[src/rtl/qkb_pkg.sv]
// Shared constants, types and the quadrature table for the knob decoder.
package qkb_pkg;

  localparam int EV_W = 3;
  localparam int DEB_W = 8;
  localparam int HOLD_W = 16;
  localparam int CFG_W = 16;

  localparam logic [EV_W-1:0] EV_NONE  = 3'd0;
  localparam logic [EV_W-1:0] EV_CW    = 3'd1;
  localparam logic [EV_W-1:0] EV_CCW   = 3'd2;
  localparam logic [EV_W-1:0] EV_SHORT = 3'd3;
  localparam logic [EV_W-1:0] EV_LONG  = 3'd4;

  localparam logic REQ_TICK = 1'b0;
  localparam logic REQ_LOAD = 1'b1;

  localparam logic CFG_DEBOUNCE = 1'b0;
  localparam logic CFG_LONG     = 1'b1;

  localparam logic [DEB_W-1:0]  DEB_RESET  = 8'd20;
  localparam logic [HOLD_W-1:0] LONG_RESET = 16'd1500;
  localparam logic [HOLD_W-1:0] HOLD_MAX   = 16'hFFFF;

  localparam logic [1:0] AB_RESET = 2'b11;

  // Quarter step from {previous AB, current AB}
  localparam logic signed [1:0] QUAD_TAB [16] = '{
    2'sd0,  -2'sd1, 2'sd1,  2'sd0,
    2'sd1,  2'sd0,  2'sd0,  -2'sd1,
    -2'sd1, 2'sd0,  2'sd0,  2'sd1,
    2'sd0,  2'sd1,  -2'sd1, 2'sd0
  };

  typedef struct packed {
    logic cw;
    logic ccw;
  } rot_ev_t;

  typedef struct packed {
    logic short_press;
    logic long_press;
  } btn_ev_t;

endpackage

[src/rtl/qkb_rot.sv]
// Quadrature decode and quarter-step accumulator.
module qkb_rot (
  input  logic             clk,
  input  logic             rst_n,
  input  logic             adv,
  input  logic             load,
  input  logic             pin_a,
  input  logic             pin_b,
  output qkb_pkg::rot_ev_t rot_ev
);

  logic [1:0]        last_ab_r, last_ab_nxt;
  logic signed [2:0] accum_r, accum_nxt;
  logic [1:0]        ab;
  logic signed [1:0] qstep;
  logic signed [3:0] sum;

  always_comb begin
    ab        = {pin_a, pin_b};
    qstep     = qkb_pkg::QUAD_TAB[{last_ab_r, ab}];
    sum       = {accum_r[2], accum_r} + {{2{qstep[1]}}, qstep};
    rot_ev    = '0;
    last_ab_nxt = ab;
    accum_nxt = sum[2:0];
    if (load) begin
      accum_nxt = '0;
    end else if (sum >= 4'sd4) begin
      accum_nxt = '0;
      rot_ev.cw = 1'b1;
    end else if (sum <= -4'sd4) begin
      accum_nxt = '0;
      rot_ev.ccw = 1'b1;
    end
  end

  always_ff @(posedge clk) begin
    if (!rst_n) begin
      last_ab_r <= qkb_pkg::AB_RESET;
      accum_r   <= '0;
    end else if (adv) begin
      last_ab_r <= last_ab_nxt;
      accum_r   <= accum_nxt;
    end
  end

endmodule

[src/rtl/qkb_btn.sv]
// Switch debounce with short and long press detection.
module qkb_btn (
  input  logic                       clk,
  input  logic                       rst_n,
  input  logic                       adv,
  input  logic                       load,
  input  logic                       switch_level,
  input  logic [qkb_pkg::DEB_W-1:0]  deb_ticks,
  input  logic [qkb_pkg::HOLD_W-1:0] long_ticks,
  output qkb_pkg::btn_ev_t           btn_ev
);

  logic                       raw_r, raw_nxt;
  logic                       stable_r, stable_nxt;
  logic                       long_done_r, long_done_nxt;
  logic [qkb_pkg::DEB_W-1:0]  scount_r, scount_nxt;
  logic [qkb_pkg::HOLD_W-1:0] hold_r, hold_nxt;
  logic                       pressed;

  always_comb begin
    pressed       = ~switch_level;
    raw_nxt       = raw_r;
    stable_nxt    = stable_r;
    long_done_nxt = long_done_r;
    scount_nxt    = scount_r;
    hold_nxt      = hold_r;
    btn_ev        = '0;
    if (load) begin
      raw_nxt       = pressed;
      stable_nxt    = pressed;
      long_done_nxt = 1'b0;
      scount_nxt    = '0;
      hold_nxt      = '0;
    end else begin
      if (pressed != raw_r) begin
        raw_nxt    = pressed;
        scount_nxt = '0;
      end else if (scount_r < deb_ticks) begin
        scount_nxt = scount_r + 1'b1;
      end
      if (scount_nxt >= deb_ticks && pressed != stable_r) begin
        stable_nxt = pressed;
        if (pressed) begin
          hold_nxt      = '0;
          long_done_nxt = 1'b0;
        end else if (!long_done_r) begin
          btn_ev.short_press = 1'b1;
        end
      end
      // count hold time until the long press fires once
      if (stable_nxt && !long_done_nxt) begin
        if (hold_nxt != qkb_pkg::HOLD_MAX) begin
          hold_nxt = hold_nxt + 1'b1;
        end
        if (hold_nxt >= long_ticks) begin
          long_done_nxt     = 1'b1;
          btn_ev.long_press = 1'b1;
        end
      end
    end
  end

  always_ff @(posedge clk) begin
    if (!rst_n) begin
      raw_r       <= 1'b0;
      stable_r    <= 1'b0;
      long_done_r <= 1'b0;
      scount_r    <= '0;
      hold_r      <= '0;
    end else if (adv) begin
      raw_r       <= raw_nxt;
      stable_r    <= stable_nxt;
      long_done_r <= long_done_nxt;
      scount_r    <= scount_nxt;
      hold_r      <= hold_nxt;
    end
  end

endmodule

[src/rtl/quadrature_knob_with_button.sv]
// Rotary knob decoder top level: input register, decode, result register.
// An accepted word is held in the input register, then decoded into the result register.
// Throughput: one word per cycle; the result register and input register
// stall together only when the result is not taken.
// Reset (synchronous, rst_n low): pipeline empty, last AB = 3, all counters
// clear, debounce_ticks = 20, long_press_ticks = 1500.
module quadrature_knob_with_button (
  input  logic                      clk,
  input  logic                      rst_n,
  input  logic                      in_valid,
  output logic                      in_ready,
  input  logic                      in_req_type,
  input  logic                      in_pin_a,
  input  logic                      in_pin_b,
  input  logic                      in_switch_level,
  output logic                      out_valid,
  input  logic                      out_ready,
  output logic [qkb_pkg::EV_W-1:0]  out_event_res,
  input  logic                      cfg_we,
  input  logic                      cfg_idx,
  input  logic [qkb_pkg::CFG_W-1:0] cfg_wdata
);

  logic                       s1_valid_r;
  logic                       s1_req_r, s1_a_r, s1_b_r, s1_sw_r;
  logic                       out_valid_r;
  logic [qkb_pkg::EV_W-1:0]   ev_r, ev_nxt;
  logic [qkb_pkg::DEB_W-1:0]  deb_r;
  logic [qkb_pkg::HOLD_W-1:0] long_r;
  logic                       s1_go, s1_adv, s1_load;
  qkb_pkg::rot_ev_t           rot_ev;
  qkb_pkg::btn_ev_t           btn_ev;

  assign s1_go    = !out_valid_r || out_ready;
  assign s1_adv   = s1_valid_r && s1_go;
  assign in_ready = !s1_valid_r || s1_go;
  assign s1_load  = (s1_req_r == qkb_pkg::REQ_LOAD);

  assign out_valid     = out_valid_r;
  assign out_event_res = ev_r;

  always_ff @(posedge clk) begin
    if (!rst_n) begin
      deb_r  <= qkb_pkg::DEB_RESET;
      long_r <= qkb_pkg::LONG_RESET;
    end else if (cfg_we) begin
      unique case (cfg_idx)
        qkb_pkg::CFG_DEBOUNCE: deb_r  <= cfg_wdata[qkb_pkg::DEB_W-1:0];
        qkb_pkg::CFG_LONG:     long_r <= cfg_wdata[qkb_pkg::HOLD_W-1:0];
        default: ;
      endcase
    end
  end

  always_ff @(posedge clk) begin
    if (!rst_n) begin
      s1_valid_r <= 1'b0;
    end else if (in_ready) begin
      s1_valid_r <= in_valid;
    end
  end

  always_ff @(posedge clk) begin
    if (in_ready && in_valid) begin
      s1_req_r <= in_req_type;
      s1_a_r   <= in_pin_a;
      s1_b_r   <= in_pin_b;
      s1_sw_r  <= in_switch_level;
    end
  end

  qkb_rot u_rot (
    .clk    (clk),
    .rst_n  (rst_n),
    .adv    (s1_adv),
    .load   (s1_load),
    .pin_a  (s1_a_r),
    .pin_b  (s1_b_r),
    .rot_ev (rot_ev)
  );

  qkb_btn u_btn (
    .clk          (clk),
    .rst_n        (rst_n),
    .adv          (s1_adv),
    .load         (s1_load),
    .switch_level (s1_sw_r),
    .deb_ticks    (deb_r),
    .long_ticks   (long_r),
    .btn_ev       (btn_ev)
  );

  // button events win over rotation
  always_comb begin
    priority if (s1_load)            ev_nxt = qkb_pkg::EV_NONE;
    else if (btn_ev.long_press)      ev_nxt = qkb_pkg::EV_LONG;
    else if (btn_ev.short_press)     ev_nxt = qkb_pkg::EV_SHORT;
    else if (rot_ev.cw)              ev_nxt = qkb_pkg::EV_CW;
    else if (rot_ev.ccw)             ev_nxt = qkb_pkg::EV_CCW;
    else                             ev_nxt = qkb_pkg::EV_NONE;
  end

  always_ff @(posedge clk) begin
    if (!rst_n) begin
      out_valid_r <= 1'b0;
    end else if (s1_go) begin
      out_valid_r <= s1_valid_r;
    end
  end

  always_ff @(posedge clk) begin
    if (s1_adv) begin
      ev_r <= ev_nxt;
    end
  end

  a_reset_empty: assert property (@(posedge clk) !rst_n |=> !out_valid)
    else $error("result valid after reset");

  a_load_none: assert property (@(posedge clk) disable iff (!rst_n)
    (s1_adv && s1_load) |=> (out_valid && out_event_res == qkb_pkg::EV_NONE))
    else $error("load word produced an event");

  a_btn_excl: assert property (@(posedge clk) disable iff (!rst_n)
    !(btn_ev.short_press && btn_ev.long_press))
    else $error("short and long press in one tick");

  a_ev_range: assert property (@(posedge clk) disable iff (!rst_n)
    out_valid |-> (out_event_res <= qkb_pkg::EV_LONG))
    else $error("event code out of range");

endmodule

[config.mk]
export PLATFORM = sky130hd
export DESIGN_NAME = quadrature_knob_with_button
export DESIGN_NICKNAME = d
export VERILOG_FILES = /design/src/rtl/qkb_pkg.sv /design/src/rtl/qkb_rot.sv /design/src/rtl/qkb_btn.sv /design/src/rtl/quadrature_knob_with_button.sv
export SDC_FILE = /design/constraint.sdc
export NUM_CORES = 1
export LEC_CHECK = 0
export BUFFER_PORTS_ARGS = -buffer_cell sky130_fd_sc_hd__buf_2
export CAP_MARGIN = 15
export CORE_MARGIN = 3
export CORE_UTILIZATION = 63
export CTS_BUF_LIST = sky130_fd_sc_hd__clkbuf_4
export CTS_CLUSTER_DIAMETER = 150
export DETAILED_ROUTE_END_ITERATION = 10
export PLACE_DENSITY = 0.94
export SYNTH_ARGS = -nofsm -noshare
export SYNTH_HDL_FRONTEND = slang
export SYNTH_SLANG_ARGS = --single-unit
[constraint.sdc]
create_clock -name clk -period 7.1 [get_ports clk]
set_clock_uncertainty 0.1 [all_clocks]
set_input_delay 0 -clock clk [delete_from_list [all_inputs] [get_ports clk]]
set_output_delay 0 -clock clk [all_outputs]
set_load 0.03 [all_outputs]
==> qor.csv <==
stage,metric,value,unit
cells_and_area,final_nets,669,
cells_and_area,drive_above_1_share,11.9,%
cells_and_area,final_util,79.8,%
place,dpl.hpwl,8.62,mm
clock_network,cts_setup_buffers,0,
synthesis,synth_area_per_cell,8.16,um2
detailed_routing,routed_wl,15.4,mm
cells_and_area,fin_area,5240,um2
worst_setup_path,reg2reg_depth,27,
timing,hold_viol_final,0,
worst_hold_path,holdCritStartpoint,in_req_type,
detailed_routing,post_drt_wl_per_cell,22.0,um
clock_network,cts_tree,done,
synthesis,syn-num-nets,608,
floorplanning,start_util,67.2,%
synthesis,synth_edf_count,7,
floorplanning,design.die.area,8050,um2
timing,setup_viol,0,
worst_setup_path,endpoint_kind,register,
timing,tightestPinTransition,0.837,ns
clock_network,cts_max_level,3,
global_route,grt_pass1_vias,4729,
synthesis,synth.distinct_cells,62,
global_route,grt_overflow,0,
detailed_routing,dr.pass1.iters,6,
place,place_inst,644,
global_route,grt_pass1_wl,23.9,mm
clock_network,cts_buffers,9,
clock_network,clockBufferDepth,2,
detailed_routing,viasPerCell,6.91,
timing,report.final.slew_viol_count,0,
floorplanning,core,6570,um2
synthesis,async_flop_share,0,%
detailed_routing,drc_errors,0,
global_route,grt.total_usage,39.3,%
floorplanning,die_h,89.7,um
cells_and_area,layout_commonest_cell,nand2_1,
timing,layout_setup_ws,0.0878,ns
place,port_buffers,30,
timing,max_slew_margin,44.2,%
worst_setup_path,cpMaxStageDelayCell,or4_1,
worst_hold_path,hold_path.class,input pin to register,
pwr,p_per_area,164,nW/um2
worst_setup_path,start_kind,register,
detailed_routing,drt-initial-drc-count,886,
worst_setup_path,crit_fanout,8,
global_route,grt_max_degree,40,
worst_setup_path,reg2reg_to,out_event_res[2],
worst_setup_path,worstPathArrival,7.11,ns
detailed_routing,route.vias.total,4837,
cells_and_area,fill_cells,348,
floorplanning,rows,29,
synthesis,netlist_instances,541,
worst_setup_path,critPathKind,register to register,
synthesis,ys_warn_count,0,
pwr,static-leakage-power,2.17,nW
timing,min_period_over_period,98.8,%
cells_and_area,layout_common_cells,"89 x nand2_1, 57 x dfxtp_1, 40 x ha_1, 40 x dlygate4sd3_1, 35 x inv_1",
worst_setup_path,crit_top_cell,ha_1,
job,maxCapViolCount,0,
place,place.gp.congestion,0.949,
timing,fin_crit,7.01,ns
timing,fmax,0.143,GHz
place,placed_cell_area,4610,um2
cells_and_area,diodes,0,
clock_network,cts.sinks,65,
worst_setup_path,path_buf_inv,1,
floorplanning,die_w,89.7,um
floorplanning,top_level_ports,31,
worst_setup_path,slowest_delay,0.51,ns
global_route,grt_antenna_before_repair,1,
synthesis,synth_area,4410,um2
clock_network,ctsRootBufferMaster,clkbuf_4,
cells_and_area,syn2layout_area_growth,18.8,%
worst_setup_path,reg2reg_slack,0.09,ns
worst_hold_path,hold_end,s1_load,
clock_network,clkLatencyLatePin,0.45,ns
pwr,peakVddDrop,162,uV
synthesis,ys_ff_latch,65,
worst_hold_path,min_path_cells,2,
synthesis,yosys_most_used_dff,dfxtp_1,
run_status,status,completed,
clock_network,cts.reportedPaths.clkPinSlew,0.11,ns
worst_setup_path,reg2reg_from,deb_r[4],
pwr,power.total,0.861,mW
worst_setup_path,crit_family,compound AO/OA/AOI/OAI gates,
place,place_ws,0.202,ns
cells_and_area,finalNonFillerCells,700,
detailed_routing,antenna_left,0,
worst_setup_path,critical_path_required,7.20,ns
synthesis,yosysSeqAreaShare,31.1,%
-- power by group --
part / internal [mW] / leakage, nW / switching, mW
logic: 0.0525 / 1.53 / 0.0793
clock network: 0.179 / 0.101 / 0.157
registers: 0.384 / 0.540 / 0.0103
total: 0.615 / 2.17 / 0.246
-- routing by layer --
metal  GRT usage, %  vias up  wire length [um]
met5              0        -                39
met4           24.5        2              1190
met3           12.3      154              1830
met2           61.8      459              6750
met1           46.6     2145              5570
li1               -     2077                 -
-- final cells by class --
type	count	area, um2	area share [%]
inverters	37	139	2.65
flip-flops and latches	65	1370	26.2
clock buffers	9	67.6	1.29
repair buffers	72	566	10.8
clock inverters	7	116	2.22
well taps	93	116	2.22
multi-input cells	417	2870	54.7
-- Yosys cell counts, types with 2 or more instances --
cell	n	area share (%)
nand2_1	89	7.6
dfxtp_1	58	26
ha_1	40	11
inv_1	35	3.0
nor2_1	34	2.9
o21ai_0	24	2.7
o211ai_1	23	3.9
clkbuf_1	18	1.5
a21boi_0	16	2.7
a21oi_1	14	1.6
nand3_1	14	1.6
xnor2_1	14	2.8
nor3_1	13	1.5
o21a_1	10	1.7
nand4_1	9	1.3
and2_1	8	1.1
nor2b_1	8	1.1
a21o_1	7	1.2
edfxtp_1	7	4.8
mux2i_1	6	1.4
nand2b_1	6	0.85
xor2_1	6	1.2
or3_1	5	0.71
a211oi_1	4	0.68
buf_2	4	0.45
mux2_2	4	1.0
o211a_1	4	0.91
o311ai_0	4	0.79
or4_1	4	0.68
a2111oi_0	3	0.60
a22oi_1	3	0.51
a32o_1	3	0.68
a32oi_1	3	0.60
and3_1	3	0.43
nor4_1	3	0.43
o2111ai_1	3	0.60
o31ai_1	3	0.51
and4_1	2	0.40
nor3b_1	2	0.34
o31a_2	2	0.45
or3b_2	2	0.40
-- metrics by stage --
step           setup TNS [ns]  hold WS (ns)
2_1_floorplan               0      -0.00113
3_3_place_gp                0        0.0914
3_5_place_dp                0        0.0868
4_1_cts                     0         0.172
5_1_grt               -0.0681         0.190
6_report                    0         0.176
-- how the worst max path moves through the flow --
stage / cells past startpoint / slack [ns] / end / startpoint
4_1_cts: 24 / 0.16 / out_event_res[0] / u_btn.scount_r[4]
5_1_grt: 27 / -0.04 / out_event_res[0] / deb_r[4]
3_5_place_dp: 26 / 0.20 / out_event_res[0] / u_btn.scount_r[4]
2_1_floorplan: 27 / 0.77 / out_event_res[2] / u_btn.scount_r[4]
6_report: 27 / 0.09 / out_event_res[2] / deb_r[4]
3_3_place_gp: 26 / 0.61 / out_event_res[0] / u_btn.scount_r[4]
-- cell families (layout without fill, tap and decap cells) --
kind of cell	count (synthesis)	in the layout	synth area share, %
AOI/OAI and AO/OA	139	139	22.9
xor gates and xnor gates	20	20	3.97
adders and majority gates	41	41	11.8
buffers and inverters	59	125	5.13
DFF	65	65	31.1
muxes	11	11	2.89
and+or+nand+nor	206	206	22.2
-- sequential cells by signal, summed over array words and instances, names as in the netlist, 2 cells and up --
name / count
u_rot.accum_r: 3
u_btn.hold_r: 16
u_rot.last_ab_r: 2
out_event_res: 3
long_r: 16
deb_r: 8
u_btn.scount_r: 8
-- repair_timing --
item	4_1_cts	5_1_grt
hold endpoints to repair	35	0
hold buffers	40	0
resized for setup	0	13
setup endpoints to repair	0	4
(Power assumes the default switching activity.)
